## config.mk

```make
export PLATFORM = sky130hd
export DESIGN_NAME = rtc_calendar_counter
export DESIGN_NICKNAME = d
export VERILOG_FILES = /design/src/hdl/rtc_pkg.sv /design/src/hdl/rtc_load_prep.sv /design/src/hdl/rtc_date_unit.sv /design/src/hdl/rtc_weekday_unit.sv /design/src/hdl/rtc_calendar_counter.sv
export SDC_FILE = /design/constraint.sdc
export NUM_CORES = 1
export LEC_CHECK = 0
export BUFFER_PORTS_ARGS = -buffer_cell sky130_fd_sc_hd__buf_2
export CAP_MARGIN = 20
export CORE_ASPECT_RATIO = 0.8
export CORE_MARGIN = 5
export CORE_UTILIZATION = 50
export DETAILED_ROUTE_END_ITERATION = 6
export PLACE_DENSITY = 0.75
export SLEW_MARGIN = 0
export SYNTH_ARGS = -nofsm -noshare
export SYNTH_HDL_FRONTEND = slang
export SYNTH_SLANG_ARGS = --single-unit
```

## constraint.sdc

```tcl
create_clock -name clk -period 10.8 [get_ports clk]
set_clock_uncertainty 0.15 [all_clocks]
set_input_delay 3.24 -clock clk [delete_from_list [all_inputs] [get_ports clk]]
set_output_delay 3.24 -clock clk [all_outputs]
set_load 0.02 [all_outputs]
```

## src/hdl/rtc_pkg.sv

```systemverilog
// Shared types, constants and calendar helper functions for the RTC calendar counter.
// Used by every module under hdl; depends on nothing else.

package rtc_pkg;

	localparam int YEAR_BITS = 16;

	localparam logic CMD_TICK = 1'b0;
	localparam logic CMD_LOAD = 1'b1;

	localparam logic [5:0] SEC_MAX   = 6'd59;
	localparam logic [5:0] MIN_MAX   = 6'd59;
	localparam logic [4:0] HOUR_MAX  = 5'd23;
	localparam logic [4:0] DAY_FIRST = 5'd1;
	localparam logic [4:0] DAY_MAX   = 5'd31;
	localparam logic [4:0] FEB_LEAP  = 5'd29;
	localparam logic [3:0] MONTH_JAN = 4'd1;
	localparam logic [3:0] MONTH_FEB = 4'd2;
	localparam logic [3:0] MONTH_MAX = 4'd12;
	localparam logic [3:0] WEEK_DAYS = 4'd7;

	localparam logic [YEAR_BITS-1:0] YEAR_ONE = YEAR_BITS'(1);

	// divisibility by 25 on a 16-bit year: y*inv(25) mod 2^16 <= floor((2^16-1)/25)
	localparam logic [15:0] INV25     = 16'd23593;
	localparam logic [15:0] DIV25_LIM = 16'd2621;

	// weekday: p = year + 399, floor(p/100) = (p * 83887) >> 23, exact for p < 91180
	localparam logic [16:0] YEAR_BIAS   = 17'd399;
	localparam logic [16:0] RECIP100    = 17'd83887;
	localparam int          RECIP_SHIFT = 23;
	localparam int          CENT_W      = 10;

	localparam logic [4:0] MONTH_LEN [12] = '{
		5'd31, 5'd28, 5'd31, 5'd30, 5'd31, 5'd30,
		5'd31, 5'd31, 5'd30, 5'd31, 5'd30, 5'd31
	};

	localparam logic [8:0] CUM_DAYS [12] = '{
		9'd0, 9'd31, 9'd59, 9'd90, 9'd120, 9'd151,
		9'd181, 9'd212, 9'd243, 9'd273, 9'd304, 9'd334
	};

	typedef struct packed {
		logic       cmd;
		logic [5:0] set_seconds;
		logic [5:0] set_minutes;
		logic [4:0] set_hours;
		logic [4:0] set_day;
		logic [3:0] set_month;
		logic [15:0] set_year;
	} req_t;

	typedef struct packed {
		logic [5:0]  seconds_now;
		logic [5:0]  minutes_now;
		logic [4:0]  hours_now;
		logic [4:0]  day_now;
		logic [3:0]  month_now;
		logic [15:0] year_now;
		logic [2:0]  weekday_now;
		logic        minute_rolled;
	} rsp_t;

	typedef struct packed {
		logic [5:0]           sec;
		logic [5:0]           min;
		logic [4:0]           hour;
		logic [4:0]           day;
		logic [3:0]           month;
		logic [YEAR_BITS-1:0] year;
	} date_t;

	typedef struct packed {
		req_t req;
		logic clear;
		logic leap;
	} prep_t;

	typedef struct packed {
		date_t date;
		logic  leap;
		logic  wd_calc;
		logic  rolled;
	} date_word_t;

	typedef struct packed {
		logic ld_s0;
		logic ld_s1;
		logic ld_s2;
		logic ld_s3;
	} pipe_ctl_t;

	function automatic logic is_leap(input logic [15:0] year);
		logic [15:0] prod;
		logic        div25;
		prod  = year * INV25;
		div25 = prod <= DIV25_LIM;
		return (div25 && year[3:0] == 4'd0) || (!div25 && year[1:0] == 2'd0);
	endfunction

	function automatic logic [4:0] days_in_month(input logic [3:0] month, input logic leap);
		logic [4:0] len;
		if (month == 4'd0 || month > MONTH_MAX) begin
			len = DAY_MAX;
		end else if (month == MONTH_FEB && leap) begin
			len = FEB_LEAP;
		end else begin
			len = MONTH_LEN[month - 4'd1];
		end
		return len;
	endfunction

	function automatic logic [8:0] days_before(input logic [3:0] month);
		logic [8:0] cum;
		if (month == 4'd0 || month > MONTH_MAX) begin
			cum = 9'd0;
		end else begin
			cum = CUM_DAYS[month - 4'd1];
		end
		return cum;
	endfunction

endpackage

```

## src/hdl/rtc_load_prep.sv

```systemverilog
// Input register stage: captures the request word and pre-decodes load checks.
// Depends on rtc_pkg (req_t, prep_t, is_leap).

module rtc_load_prep (
	input  logic              clk,
	input  rtc_pkg::pipe_ctl_t ctl,
	input  rtc_pkg::req_t      req,
	output rtc_pkg::prep_t     prep
);

	rtc_pkg::prep_t prep_nxt;
	rtc_pkg::prep_t prep_s0;

	always_comb begin
		prep_nxt.req   = req;
		prep_nxt.clear = req.set_seconds > rtc_pkg::SEC_MAX ||
		                 req.set_minutes > rtc_pkg::MIN_MAX ||
		                 req.set_hours > rtc_pkg::HOUR_MAX;
		// cleared clock lands in year 0, which is leap
		prep_nxt.leap  = prep_nxt.clear ? 1'b1 :
		                 rtc_pkg::is_leap(16'(req.set_year[rtc_pkg::YEAR_BITS-1:0]));
	end

	always_ff @(posedge clk) begin
		if (ctl.ld_s0) begin
			prep_s0 <= prep_nxt;
		end
	end

	assign prep = prep_s0;

endmodule

```

## src/hdl/rtc_date_unit.sv

```systemverilog
// Clock state: seconds through year, advanced by a tick or replaced by a load.
// Depends on rtc_pkg (date_t, prep_t, date_word_t, days_in_month, is_leap).

module rtc_date_unit (
	input  logic                  clk,
	input  logic                  arst_n,
	input  rtc_pkg::pipe_ctl_t    ctl,
	input  rtc_pkg::prep_t        prep,
	output rtc_pkg::date_word_t   word
);

	rtc_pkg::date_t clock_q;
	logic           leap_q;
	logic           wd_calc_s1;
	logic           rolled_s1;

	rtc_pkg::date_t tick_date;
	rtc_pkg::date_t load_date;
	logic           is_load;
	logic [4:0]     dim_cur;
	logic [4:0]     dim_ld;
	logic [3:0]     ld_month;
	logic           sec_wrap, min_wrap, hour_wrap, day_wrap, month_wrap;
	logic           day_chg;

	always_comb begin
		is_load    = prep.req.cmd == rtc_pkg::CMD_LOAD;
		dim_cur    = rtc_pkg::days_in_month(clock_q.month, leap_q);
		sec_wrap   = clock_q.sec >= rtc_pkg::SEC_MAX;
		min_wrap   = clock_q.min >= rtc_pkg::MIN_MAX;
		hour_wrap  = clock_q.hour >= rtc_pkg::HOUR_MAX;
		day_wrap   = clock_q.day >= dim_cur;
		month_wrap = clock_q.month >= rtc_pkg::MONTH_MAX;
		day_chg    = sec_wrap && min_wrap && hour_wrap;

		tick_date     = clock_q;
		tick_date.sec = sec_wrap ? 6'd0 : clock_q.sec + 6'd1;
		if (sec_wrap) begin
			tick_date.min = min_wrap ? 6'd0 : clock_q.min + 6'd1;
		end
		if (sec_wrap && min_wrap) begin
			tick_date.hour = hour_wrap ? 5'd0 : clock_q.hour + 5'd1;
		end
		if (day_chg) begin
			tick_date.day = day_wrap ? rtc_pkg::DAY_FIRST : clock_q.day + 5'd1;
		end
		if (day_chg && day_wrap) begin
			tick_date.month = month_wrap ? rtc_pkg::MONTH_JAN : clock_q.month + 4'd1;
		end
		if (day_chg && day_wrap && month_wrap) begin
			tick_date.year = clock_q.year + rtc_pkg::YEAR_ONE;
		end

		// load: clear on bad time, clamp month, saturate day
		if (prep.clear || prep.req.set_month == 4'd0) begin
			ld_month = rtc_pkg::MONTH_JAN;
		end else if (prep.req.set_month > rtc_pkg::MONTH_MAX) begin
			ld_month = rtc_pkg::MONTH_MAX;
		end else begin
			ld_month = prep.req.set_month;
		end
		dim_ld = rtc_pkg::days_in_month(ld_month, prep.leap);

		load_date.sec   = prep.clear ? 6'd0 : prep.req.set_seconds;
		load_date.min   = prep.clear ? 6'd0 : prep.req.set_minutes;
		load_date.hour  = prep.clear ? 5'd0 : prep.req.set_hours;
		load_date.month = ld_month;
		load_date.year  = prep.clear ? '0 : prep.req.set_year[rtc_pkg::YEAR_BITS-1:0];
		if (prep.clear || prep.req.set_day == 5'd0) begin
			load_date.day = rtc_pkg::DAY_FIRST;
		end else if (prep.req.set_day > dim_ld) begin
			load_date.day = dim_ld;
		end else begin
			load_date.day = prep.req.set_day;
		end
	end

	// leap flag follows a year rollover in the next cycle; the date is then in January
	always_ff @(posedge clk or negedge arst_n) begin
		if (!arst_n) begin
			clock_q.sec   <= 6'd0;
			clock_q.min   <= 6'd0;
			clock_q.hour  <= 5'd0;
			clock_q.day   <= rtc_pkg::DAY_FIRST;
			clock_q.month <= rtc_pkg::MONTH_JAN;
			clock_q.year  <= '0;
			leap_q        <= 1'b1;
			wd_calc_s1    <= 1'b0;
			rolled_s1     <= 1'b0;
		end else begin
			if (ctl.ld_s1) begin
				clock_q    <= is_load ? load_date : tick_date;
				wd_calc_s1 <= is_load || day_chg;
				rolled_s1  <= !is_load && sec_wrap;
			end
			if (ctl.ld_s1 && is_load) begin
				leap_q <= prep.leap;
			end else begin
				leap_q <= rtc_pkg::is_leap(16'(clock_q.year));
			end
		end
	end

	always_comb begin
		word.date    = clock_q;
		word.leap    = leap_q;
		word.wd_calc = wd_calc_s1;
		word.rolled  = rolled_s1;
	end

	a_time_range: assert property (@(posedge clk) disable iff (!arst_n)
		clock_q.sec <= rtc_pkg::SEC_MAX && clock_q.min <= rtc_pkg::MIN_MAX &&
		clock_q.hour <= rtc_pkg::HOUR_MAX)
		else $error("time of day out of range");

	a_date_range: assert property (@(posedge clk) disable iff (!arst_n)
		clock_q.month >= rtc_pkg::MONTH_JAN && clock_q.month <= rtc_pkg::MONTH_MAX &&
		clock_q.day >= rtc_pkg::DAY_FIRST &&
		clock_q.day <= rtc_pkg::days_in_month(clock_q.month, leap_q))
		else $error("date out of range");

	a_leap_track: assert property (@(posedge clk) disable iff (!arst_n)
		leap_q == rtc_pkg::is_leap(16'(clock_q.year)) || clock_q.month == rtc_pkg::MONTH_JAN)
		else $error("leap flag out of step with year");

endmodule

```

## src/hdl/rtc_weekday_unit.sv

```systemverilog
// Weekday pipeline and result register: day-of-year, century count, mod-7 reduction.
// Depends on rtc_pkg (date_word_t, rsp_t, days_before, weekday constants).

module rtc_weekday_unit (
	input  logic                 clk,
	input  logic                 arst_n,
	input  rtc_pkg::pipe_ctl_t   ctl,
	input  rtc_pkg::date_word_t  word,
	output rtc_pkg::rsp_t        rsp
);

	logic [16:0] p;
	logic [33:0] prod;
	logic [8:0]  doy;
	logic [16:0] acc;

	rtc_pkg::date_t            date_s2;
	logic [rtc_pkg::CENT_W-1:0] cent_s2;
	logic [16:0]               acc_s2;
	logic                      wd_calc_s2;
	logic                      rolled_s2;

	logic [16:0] wsum;
	logic [5:0]  fold1;
	logic [3:0]  fold2;
	logic [3:0]  rem7;
	logic [2:0]  wd_new;

	rtc_pkg::date_t date_s3;
	logic           rolled_s3;
	logic [2:0]     wd_q;

	// stage 2: p = year + 399, p/100 by reciprocal, day of year
	always_comb begin
		p    = 17'(word.date.year) + rtc_pkg::YEAR_BIAS;
		prod = {17'd0, p} * {17'd0, rtc_pkg::RECIP100};
		doy  = rtc_pkg::days_before(word.date.month) + 9'(word.date.day) +
		       9'(word.leap && word.date.month > rtc_pkg::MONTH_FEB);
		acc  = p + {2'd0, p[16:2]} + 17'(doy);
	end

	always_ff @(posedge clk) begin
		if (ctl.ld_s2) begin
			date_s2    <= word.date;
			cent_s2    <= prod[rtc_pkg::RECIP_SHIFT +: rtc_pkg::CENT_W];
			acc_s2     <= acc;
			wd_calc_s2 <= word.wd_calc;
			rolled_s2  <= word.rolled;
		end
	end

	// stage 3: subtract p/100, add p/400, reduce mod 7 (8 == 1 mod 7)
	always_comb begin
		wsum   = acc_s2 - 17'(cent_s2) + 17'(cent_s2[rtc_pkg::CENT_W-1:2]);
		fold1  = 6'(wsum[2:0]) + 6'(wsum[5:3]) + 6'(wsum[8:6]) +
		         6'(wsum[11:9]) + 6'(wsum[14:12]) + 6'(wsum[16:15]);
		fold2  = 4'(fold1[5:3]) + 4'(fold1[2:0]);
		rem7   = (fold2 >= rtc_pkg::WEEK_DAYS) ? fold2 - rtc_pkg::WEEK_DAYS : fold2;
		wd_new = rem7[2:0] + 3'd1;
	end

	always_ff @(posedge clk) begin
		if (ctl.ld_s3) begin
			date_s3   <= date_s2;
			rolled_s3 <= rolled_s2;
		end
	end

	always_ff @(posedge clk or negedge arst_n) begin
		if (!arst_n) begin
			wd_q <= 3'd1;
		end else if (ctl.ld_s3 && wd_calc_s2) begin
			wd_q <= wd_new;
		end
	end

	always_comb begin
		rsp.seconds_now   = date_s3.sec;
		rsp.minutes_now   = date_s3.min;
		rsp.hours_now     = date_s3.hour;
		rsp.day_now       = date_s3.day;
		rsp.month_now     = date_s3.month;
		rsp.year_now      = 16'(date_s3.year);
		rsp.weekday_now   = wd_q;
		rsp.minute_rolled = rolled_s3;
	end

	a_wd_range: assert property (@(posedge clk) disable iff (!arst_n)
		wd_q != 3'd0)
		else $error("weekday zero");

	a_wd_update: assert property (@(posedge clk) disable iff (!arst_n)
		ctl.ld_s3 && wd_calc_s2 |=> wd_q == $past(wd_new))
		else $error("weekday not taken on day change");

endmodule

```

## src/hdl/rtc_calendar_counter.sv

```systemverilog
// Top level of the RTC calendar counter: stage handshake and unit wiring.
// Depends on rtc_pkg, rtc_load_prep, rtc_date_unit, rtc_weekday_unit.

// Each request word is a one-second tick or a load of time and date; every accepted word
// gives exactly one response word with the clock after the update. The block takes one word
// per cycle while req_stall is low; each word passes the input register, date update,
// reciprocal multiply for the century count, and mod-7 weekday reduction that feeds the
// response register. Each stage moves on when its successor has room, so a stalled response
// leaves up to three more words accepted behind it before req_stall rises. The weekday is
// recomputed on every load and on every day change, and is 7 (Saturday) after a load that
// clears the clock; after reset it reads 1 until first recomputed.

module rtc_calendar_counter (
	input  logic          clk,
	input  logic          arst_n,
	input  logic          req_valid,
	output logic          req_stall,
	input  rtc_pkg::req_t req,
	output logic          rsp_valid,
	input  logic          rsp_stall,
	output rtc_pkg::rsp_t rsp
);

	logic vld_s0, vld_s1, vld_s2, vld_s3;
	logic en_s0, en_s1, en_s2, en_s3;

	rtc_pkg::pipe_ctl_t  ctl;
	rtc_pkg::prep_t      prep;
	rtc_pkg::date_word_t word;

	always_comb begin
		en_s3 = !vld_s3 || !rsp_stall;
		en_s2 = !vld_s2 || en_s3;
		en_s1 = !vld_s1 || en_s2;
		en_s0 = !vld_s0 || en_s1;

		ctl.ld_s0 = req_valid && en_s0;
		ctl.ld_s1 = vld_s0 && en_s1;
		ctl.ld_s2 = vld_s1 && en_s2;
		ctl.ld_s3 = vld_s2 && en_s3;
	end

	always_ff @(posedge clk or negedge arst_n) begin
		if (!arst_n) begin
			vld_s0 <= 1'b0;
			vld_s1 <= 1'b0;
			vld_s2 <= 1'b0;
			vld_s3 <= 1'b0;
		end else begin
			if (en_s0) begin
				vld_s0 <= req_valid;
			end
			if (en_s1) begin
				vld_s1 <= vld_s0;
			end
			if (en_s2) begin
				vld_s2 <= vld_s1;
			end
			if (en_s3) begin
				vld_s3 <= vld_s2;
			end
		end
	end

	assign req_stall = !en_s0;
	assign rsp_valid = vld_s3;

	rtc_load_prep u_prep (
		.clk  (clk),
		.ctl  (ctl),
		.req  (req),
		.prep (prep)
	);

	rtc_date_unit u_date (
		.clk    (clk),
		.arst_n (arst_n),
		.ctl    (ctl),
		.prep   (prep),
		.word   (word)
	);

	rtc_weekday_unit u_wday (
		.clk    (clk),
		.arst_n (arst_n),
		.ctl    (ctl),
		.word   (word),
		.rsp    (rsp)
	);

	a_rolled_sec: assert property (@(posedge clk) disable iff (!arst_n)
		rsp_valid && rsp.minute_rolled |-> rsp.seconds_now == 6'd0)
		else $error("minute rollover without seconds at zero");

endmodule

```

==> results of run 1 <==
[area by class of cell]
class                      instances  share of cell area, %
clock buffer                      33                   3.08
clock inverter                    13                  0.478
inverter                         472                   7.98
multi-input combinational       1228                   55.4
sequential                       211                   27.4
tap                              544                   3.06
timing repair buffer             110                   2.66
[layer usage]
metal	track usage, %	part of all wire, %	vias to the layer above
met3	3.10	5.6	61
met5	0	0	-
met2	34.2	48	377
li1	-	-	6608
met1	28.4	44	6852
met4	4.71	2.4	0
[logic make-up after synthesis]
family / count (synthesis) / share of synthesized area (%)
adder cells (fa/ha/maj): 527 / 39.6
buffers and inverters: 503 / 9.36
AO/OA/AOI/OAI: 308 / 9.49
AND/OR/NAND/NOR: 277 / 6.54
flip-flops: 211 / 30.0
XOR/XNOR: 109 / 4.71
multiplexers: 7 / 0.364
[worst max-delay path: cells and delay by family (launching register included)]
family / cells / cell delay [ns]
buf+inv: 6 / 0.84
xor+xnor: 2 / 0.21
compound gates: 8 / 2.09
fa+ha+maj: 8 / 3.68
simple gates: 4 / 0.65
flops: 1 / 0.57
[flip-flops by register name, indices dropped and copies added, names as in the netlist]
register,flops
vld_s1,1
u_wday.wd_calc_s2,1
u_wday.rsp,42
u_date.rolled_s1,1
u_date.wd_calc_s1,1
u_wday.rolled_s3,1
u_wday.rolled_s2,1
u_wday.acc_s2,17
u_wday.cent_s2,10
u_wday.wd_q,3
u_date.leap_q,1
u_date.word,42
u_prep.prep,45
u_wday.date_s2,42
vld_s0,1
vld_s2,1
rsp_valid,1
[worst paths after layout]
check	to	slack (ns)	startpoint	cells after the start
worst max-delay path	u_wday.cent_s2[8]	2.34	u_date.word[3]	28
worst min-delay path	u_wday.rsp[11]	0.25	u_wday.date_s2[7]	0
worst max register to register	u_wday.cent_s2[8]	2.34	u_date.word[3]	28
worst min register to register	u_wday.rsp[11]	0.25	u_wday.date_s2[7]	0
max in group asynchronous	u_date.word[7]	7.30	arst_n	2
min in group asynchronous	u_date.word[30]	2.69	arst_n	2
[cells in the final DEF (no fill, tap or decap), types with 17 or more instances in the layout]
master / instances
nand2b_1: 17
dfrtp_1: 48
xor2_1: 29
nor3_1: 28
ha_1: 335
xnor2_1: 80
inv_1: 468
a21oi_1: 96
o21ai_1: 40
a21o_1: 22
nand3_1: 30
clkbuf_16: 25
edfxtp_1: 159
o21ai_0: 53
nand2_1: 70
nor2_1: 71
buf_2: 94
fa_1: 191
[through the flow]
stage                     std cells  worst slack, ns  util (%)  hold WS [ns]  instance area, sq um
after global placement         2565             2.73      53.1         0.251                 21400
final                          2611             2.34      55.1         0.255                 22200
after floorplan                1942             3.01         -         0.250                 20300
after CTS                      2611             2.39      55.1         0.256                 22200
after global routing           2611             1.98      55.1         0.266                 22200
after detailed placement       2565             2.44      53.1         0.255                 21400
==> impl_metrics.tcl, run 1 <==
set metrics [dict create \
    viasPerCell 5.32 \
    hold_viol_final 0 \
    dp_hpwl_um 37000 \
    fmax_mhz 118 \
    ys.flop_type "edfxtp_1" \
    post_cts_buffers 0 \
    synthesis.nets 2515 \
    status "finished, final reports clean" \
    cts_resized 0 \
    grtUsageTotal_pct 20.4 \
    clkSlewWorstSetupHoldPaths_ns 0.06 \
    fin_nets 2621 \
    rows 66 \
    overflow 0 \
    setup_tns_ns 0 \
    cp-end-kind "flip-flop" \
    area_growth_pct 9.58 \
    place_congestion 0.922 \
    arrival_ns 8.59 \
    synth.distinct_cells 72 \
    antenna_left 0 \
    seqCellArea_sq_um 6080 \
    detail_route.wirelength_um 45700 \
    rsz0062_at_grt "no" \
    fin_crit_sh_pct 78.3 \
    post-route-min-period_ns 8.46 \
    clk_latency_ns 0.55 \
    critPathMaxStageDelay_ns 0.57 \
    cts_buffer_depth 3 \
    syn_avg_cell_area_sq_um 10.4 \
    grt_max_degree 72 \
    vias 13898 \
    hold_path.class "flip-flop to flip-flop" \
    yosysWarnings 0 \
    synth_edf_count 159 \
    cts_buffers 25 \
    holdBufCountCts 0 \
    multi_input_area_sq_um 12300 \
    max-slew-margin-rel_pct 26.3 \
    antenna_found_initial 0 \
    synthMostInstantiatedCell "inv_1" \
    synth_area_sq_um 20300 \
    seq_area_frac_synth_pct 30.0 \
    cp.required_ns 10.93 \
    synth_top_area_cell "edfxtp_1" \
    fp.dieArea_sq_um 44700 \
    h-tree-depth 1 \
    synthCells 1942 \
    drtIter0Drc 926 \
    grt_pass1_vias 14494 \
    fill_cells 3367 \
    wire_per_inst_um 17.5 \
    core-area_sq_um 40400 \
    ios 95 \
    crit_path_max_fanout 15 \
    io_buffers 94 \
    drive_gt1_share_pct 8.27 \
    dieWidth_um 235 \
    grt_pass1_wl_um 74700 \
    drv_cap 0 \
    initial_utilization_pct 50.2 \
    worst_slew_pin_slew_ns 1.11 \
    synth_area_leaders "edfxtp_1 (24%), ha_1 (21%), fa_1 (19%)" \
    crit_slowest_cell "dfrtp_1" \
    clockRootBuffer "clkbuf_16" \
    finalMaxSlewViolations 0 \
    cts.sinks 211 \
    chipHeight_um 190 \
    synth_common_cells "inv_1 (468), ha_1 (335), fa_1 (191)" \
    critical_path_class "flip-flop to flip-flop" \
    cts_tree "built" \
    drt_pre_antenna_iters 5 \
    critPathLaunchType "flip-flop" \
    finalSetupViolCount 0 \
    ys_ff_latch 211 \
    diodes 0 \
    synth_top_area_share_pct 23.5 \
    drcViolationCount 0 \
    async_flop_share_pct 24.6 \
]
Power of run 1 is not shown: default switching activity piles up to over one toggle a cycle in this logic, so the estimate is an artifact.
==> run 2: changes to the inputs <==
--- a/config.mk
+++ b/config.mk
@@ -5,13 +5,14 @@
 export SDC_FILE = /design/constraint.sdc
 export NUM_CORES = 1
 export LEC_CHECK = 0
+export ABC_AREA = 1
 export BUFFER_PORTS_ARGS = -buffer_cell sky130_fd_sc_hd__buf_2
 export CAP_MARGIN = 20
 export CORE_ASPECT_RATIO = 0.8
 export CORE_MARGIN = 5
 export CORE_UTILIZATION = 50
 export DETAILED_ROUTE_END_ITERATION = 6
-export PLACE_DENSITY = 0.75
+export PLACE_DENSITY = 0.77
 export SLEW_MARGIN = 0
 export SYNTH_ARGS = -nofsm -noshare
 export SYNTH_HDL_FRONTEND = slang
==> constraint.sdc (replaced) <==
create_clock -name clk -period 7.55 [get_ports clk]
set_clock_uncertainty 0.15 [all_clocks]
set_input_delay 2.265 -clock clk [delete_from_list [all_inputs] [get_ports clk]]
set_output_delay 2.265 -clock clk [all_outputs]
set_load 0.02 [all_outputs]
==> run 2 against run 1 <==
  * Global-route usage up 1.4 points
  * Utilization increased by 0.12 points
  * Non-clock buffer count grew 2
  * Die area up 7.2%
  * Critical path depth up 1
  * Maximum frequency grew 19%
  * Sequential cell count did not move
  * Via count is 18% higher
  * Critical endpoint is now u_wday.cent_s2[0]
==> impl_metrics.tcl, run 2 <==
set metrics [dict create \
    status "finished, final reports clean" \
    reg2reg_from "u_date.word[4]" \
    arrival_ns 7.24 \
    synth_area_leaders "edfxtp_1 (22%), ha_1 (19%), fa_1 (18%)" \
    synth_top_area_share_pct 21.9 \
    drive_gt1_share_pct 7.90 \
    chipHeight_um 197 \
    io_buffers 94 \
    clockRootBuffer "clkbuf_16" \
    yosysWarnings 0 \
    r2r_cells 29 \
    holdBufCountCts 0 \
    synthCells 2425 \
    ys_ff_latch 211 \
    most-common-layout-cells "inv_1 (609), nand2_1 (420), ha_1 (335)" \
    critPathLaunchType "flip-flop" \
    grtUsageTotal_pct 21.8 \
    dieWidth_um 244 \
    overflow 0 \
    hold_path.startpoint "u_wday.date_s2[11]" \
    async_flop_share_pct 24.6 \
    fill_cells 3741 \
    r2r-end "u_wday.cent_s2[0]" \
    seqCellArea_sq_um 6080 \
    rsz0062_at_grt "no" \
    cts.sinks 211 \
    worst_slew_pin_slew_ns 1.02 \
    syn_avg_cell_area_sq_um 9.00 \
    synthMostInstantiatedCell "inv_1" \
    multi_input_area_sq_um 13400 \
    place_congestion 0.980 \
    fp.dieArea_sq_um 48000 \
    grt_pass1_wl_um 85400 \
    synth_edf_count 159 \
    initial_utilization_pct 50.6 \
    path_common_cell "inv_1" \
    fin_nets 3114 \
    worstSetupStartpoint "u_date.word[4]" \
    synth_common_cells "inv_1 (612), nand2_1 (420), ha_1 (335)" \
    cp.required_ns 7.68 \
    detail_route.wirelength_um 52200 \
    finalSetupViolCount 0 \
    vias 16398 \
    crit_path_max_fanout 9 \
    seq_area_frac_synth_pct 27.9 \
    r2r_slack_ns 0.43 \
    synth_area_sq_um 21800 \
    area_growth_pct 9.03 \
    wire_per_inst_um 16.8 \
    antenna_found_initial 1 \
    cts_buffer_depth 3 \
    ios 95 \
    diodes 0 \
    viasPerCell 5.26 \
    dp_hpwl_um 43500 \
    drtIter0Drc 1185 \
    max-slew-margin-rel_pct 31.7 \
    final_common_cell "inv_1" \
    synthesis.nets 2998 \
    h-tree-depth 1 \
    fmax_mhz 141 \
    hold_path.class "flip-flop to flip-flop" \
    cts_tree "built" \
    hold_viol_final 0 \
    finalWorstSetupSlack_ns 0.434 \
    critPathMaxStageDelay_ns 0.56 \
    rows 68 \
    pre_cts_ws_ns 0.389 \
    finalMaxSlewViolations 0 \
    synth_top_area_cell "edfxtp_1" \
    cts_buffers 22 \
    drt_pre_antenna_iters 5 \
    cp-end-kind "flip-flop" \
    ys.flop_type "edfxtp_1" \
    grt_pass1_vias 16537 \
    grt_max_degree 72 \
    hold-path-cell-count 0 \
    clk_latency_ns 0.53 \
    synth.distinct_cells 52 \
    crit_slowest_cell "fa_1" \
    clkSlewWorstSetupHoldPaths_ns 0.06 \
    drcViolationCount 0 \
    largest_reg_flops 45 \
    holdPathEnd "u_wday.rsp[15]" \
    core-area_sq_um 43100 \
    fin_crit_sh_pct 94.3 \
    setup_tns_ns 0 \
    post-route-min-period_ns 7.12 \
    drv_cap 0 \
    critical_path_class "flip-flop to flip-flop" \
    antenna_left 0 \
]
-- run 2: changes by cell type after synthesis, sizes merged, moves of 14 or more --
cell / change
a21oi: +14
xor2: +33
clkbuf: -18
xnor2: -56
o21ai: -21
nor2: +54
inv: +142
nand2b: -17
nand2: +355
nand3: +63
-- run 2: layout make-up --
cell class              instances  share of cell area (%)
clock buffers                  27                    2.48
multi-input cells            1581                    56.1
flip-flops and latches        211                    25.6
well taps                     560                    2.94
repair buffers                112                    2.54
inverters                     613                    9.67
clock inverters                13                   0.710
-- run 2: how the worst max path moves through the flow --
stage                   endpoint  slack (ns)  cells past startpoint
2_1_floorplan  u_wday.cent_s2[9]        0.43                     32
3_3_place_gp   u_wday.cent_s2[0]        0.46                     26
3_5_place_dp   u_wday.cent_s2[0]        0.39                     29
4_1_cts        u_wday.cent_s2[3]        0.40                     29
5_1_grt        u_wday.cent_s2[0]        0.03                     29
6_report       u_wday.cent_s2[0]        0.43                     29
-- run 2: worst max-delay path, delay by kind of cell (launching register included) --
family          cells  cell delay (ns)
flops               1             0.50
xor+xnor            2             0.31
fa+ha+maj           8             3.43
buf+inv             8             0.79
compound gates      5             0.98
simple gates        6             0.73
-- run 2: per-layer routing --
metal  routed length [um]  vias to the layer above  GRT usage [%]
met1                24100                     7905           31.9
met2                23100                      520           33.9
met5                  104                        -           1.37
met3                 3840                       67           4.46
li1                     -                     7902              -
met4                 1030                        4           4.47
-- run 2: through the flow --
step	area (sq um)	hold slack, ns	util (%)	cells
2_1_floorplan	21800	0.250	-	2425
3_3_place_gp	23000	0.251	53.4	3077
3_5_place_dp	23000	0.255	53.4	3077
4_1_cts	23800	0.268	55.2	3117
5_1_grt	23800	0.276	55.2	3117
6_report	23800	0.269	55.2	3117
-- run 2: timing repair --
| item | CTS | global route |
|---|---|---|
| setup endpoints to repair | 0 | 7 |
| endpoints found under the hold margin | 0 | 0 |
| buffers inserted | 0 | 0 |
| gates resized for setup | 0 | 4 |
-- run 2: cell families (layout without fill, tap and decap cells) --
kind of cell | Yosys count | count (layout) | share of synthesized area (%)
AND/OR/NAND/NOR | 713 | 713 | 13.9
adder cells (fa/ha/maj) | 526 | 526 | 36.7
buffers and inverters | 633 | 765 | 11.1
flip-flops | 211 | 211 | 27.9
multiplexers | 2 | 2 | 0.103
AO/OA/AOI/OAI | 254 | 254 | 6.95
XOR/XNOR | 86 | 86 | 3.45
Power of run 2 is left out for the same reason.
==> run 3: changes to the inputs <==
--- a/config.mk
+++ b/config.mk
@@ -10,9 +10,9 @@
 export CAP_MARGIN = 20
 export CORE_ASPECT_RATIO = 0.8
 export CORE_MARGIN = 5
-export CORE_UTILIZATION = 50
+export CORE_UTILIZATION = 58
 export DETAILED_ROUTE_END_ITERATION = 6
-export PLACE_DENSITY = 0.77
+export PLACE_DENSITY = 0.87
 export SLEW_MARGIN = 0
 export SYNTH_ARGS = -nofsm -noshare
 export SYNTH_HDL_FRONTEND = slang
==> run 3 against run 2 <==
  * Register-to-register slack worse by 0.02 ns
  * Global-route usage up 4.3 points
  * Via count up 3.3%
  * Clock-buffer cell count down 2
  * Wire length up 3.7%
  * Maximum frequency down 0.26%
  * Utilization up 8.8 points
  * Final cell count down 2.2%
  * Worst hold slack worse by 0.0021 ns
  * First-iteration DRC count up 21%
  * Largest cell class unchanged
==> impl_metrics.tcl, run 3 (synthesized netlist as in run 2, its figures left out) <==
set metrics [dict create \
    status "finished, final reports clean" \
    dp_hpwl_um 44500 \
    overflow 0 \
    drtIter0Drc 1428 \
    rows 63 \
    post-route-min-period_ns 7.13 \
    multi_input_area_sq_um 13400 \
    chipHeight_um 184 \
    hold-path-cell-count 0 \
    clockRootBuffer "clkbuf_16" \
    r2r_cells 31 \
    design_area_sq_um 23700 \
    crit_buf_inv 9 \
    finalWorstSetupSlack_ns 0.415 \
    fill_cells 2877 \
    critical_path_class "flip-flop to flip-flop" \
    rsz0062_at_grt "no" \
    most-common-layout-cells "inv_1 (610), nand2_1 (420), ha_1 (335)" \
    drt_pre_antenna_iters 6 \
    grt_pass1_wl_um 87300 \
    placedInstanceArea_sq_um 23000 \
    detail_route.wirelength_um 54200 \
    drive_gt1_share_pct 8.08 \
    place_congestion 1.02 \
    clk_latency_ns 0.52 \
    hold_viol_final 0 \
    crit_path_max_fanout 9 \
    max-slew-margin-rel_pct 34.2 \
    drcViolationCount 0 \
    clkSlewWorstSetupHoldPaths_ns 0.06 \
    post_cts_buffers 0 \
    largest_reg_flops 45 \
    r2r_slack_ns 0.42 \
    wire_per_inst_um 17.8 \
    grtUsageTotal_pct 26.1 \
    antenna_found_initial 0 \
    grt_pass1_vias 16996 \
    cts_tree "built" \
    setup_tns_ns 0 \
    cts_buffer_depth 3 \
    holdPathEnd "u_wday.rsp[36]" \
    cp-end-kind "flip-flop" \
    drv_cap 0 \
    dieWidth_um 227 \
    core-area_sq_um 37100 \
    antenna_left 0 \
    ios 95 \
    fp.dieArea_sq_um 41600 \
    crit_family "adder cells" \
    critPathMaxStageDelay_ns 0.54 \
    arrival_ns 7.27 \
    worstSetupStartpoint "u_date.word[5]" \
    crit_slowest_cell "fa_1" \
    worst_slew_pin_slew_ns 0.987 \
    hold_path.startpoint "u_wday.date_s2[32]" \
    reg2reg_from "u_date.word[5]" \
    cts.sinks 211 \
    finalSetupViolCount 0 \
    cts_buffers 23 \
    vias 16940 \
    seqCellArea_sq_um 6080 \
    viasPerCell 5.56 \
    initial_utilization_pct 58.8 \
    io_buffers 94 \
    grt_max_degree 72 \
    area_growth_pct 8.74 \
    fmax_mhz 140 \
    fin_nets 3118 \
    final_common_cell "inv_1" \
    diodes 0 \
    fin_crit_sh_pct 94.5 \
    hold_path.class "flip-flop to flip-flop" \
    finalMaxSlewViolations 0 \
    critPathLaunchType "flip-flop" \
    pre_cts_ws_ns 0.358 \
    cp.required_ns 7.68 \
    h-tree-depth 1 \
    r2r-end "u_wday.cent_s2[5]" \
]
run 3: how the worst max path moves through the flow:
| stage | endpoint | slack (ns) | cells after the start |
|---|---|---|---|
| after detailed placement | u_wday.cent_s2[5] | 0.36 | 31 |
| after global routing | u_wday.cent_s2[2] | 0.006 | 29 |
| after CTS | u_wday.cent_s2[2] | 0.29 | 29 |
| after global placement | u_wday.cent_s2[8] | 0.52 | 29 |
| final | u_wday.cent_s2[5] | 0.42 | 31 |
| after floorplan | u_wday.cent_s2[9] | 0.43 | 32 |
run 3: worst register-to-register path, delay by kind of cell (launching register included):
kind | cells | cell delay [ns]
xor gates and xnor gates | 1 | 0.27
adders and majority gates | 8 | 3.61
AOI/OAI and AO/OA | 4 | 0.80
DFF | 1 | 0.44
buffers and inverters | 9 | 0.86
and+or+nand+nor | 9 | 0.79
run 3: per-stage QoR:
step / hold slack [ns] / cells / utilization [%]
6_report: 0.267 / 3049 / 63.9
3_5_place_dp: 0.255 / 3007 / 61.9
5_1_grt: 0.269 / 3049 / 63.9
4_1_cts: 0.257 / 3049 / 63.9
3_3_place_gp: 0.253 / 3007 / 61.9
2_1_floorplan: 0.250 / 2425 / -
run 3: timing repair:
action / in CTS / in global routing
resized for setup: 0 / 4
endpoints found under the setup margin: 0 / 10
hold buffers: 0 / 0
run 3: cell type report:
cell class,count,area share [%]
clock buffer,25,2.46
clock inverter,17,0.764
inverter,613,9.69
multi-input combinational,1581,56.2
sequential,211,25.6
tap,487,2.57
timing repair buffer,115,2.65
run 3: metal layers:
| layer | GRT usage [%] | vias up | wire (um) |
|---|---|---|---|
| met3 | 6.10 | 112 | 4890 |
| met4 | 5.39 | 0 | 1280 |
| met1 | 36.9 | 8171 | 23200 |
| li1 | - | 7926 | - |
| met2 | 41.7 | 731 | 24800 |
| met5 | 0 | - | 0 |
Power of run 3 is left out for the same reason.
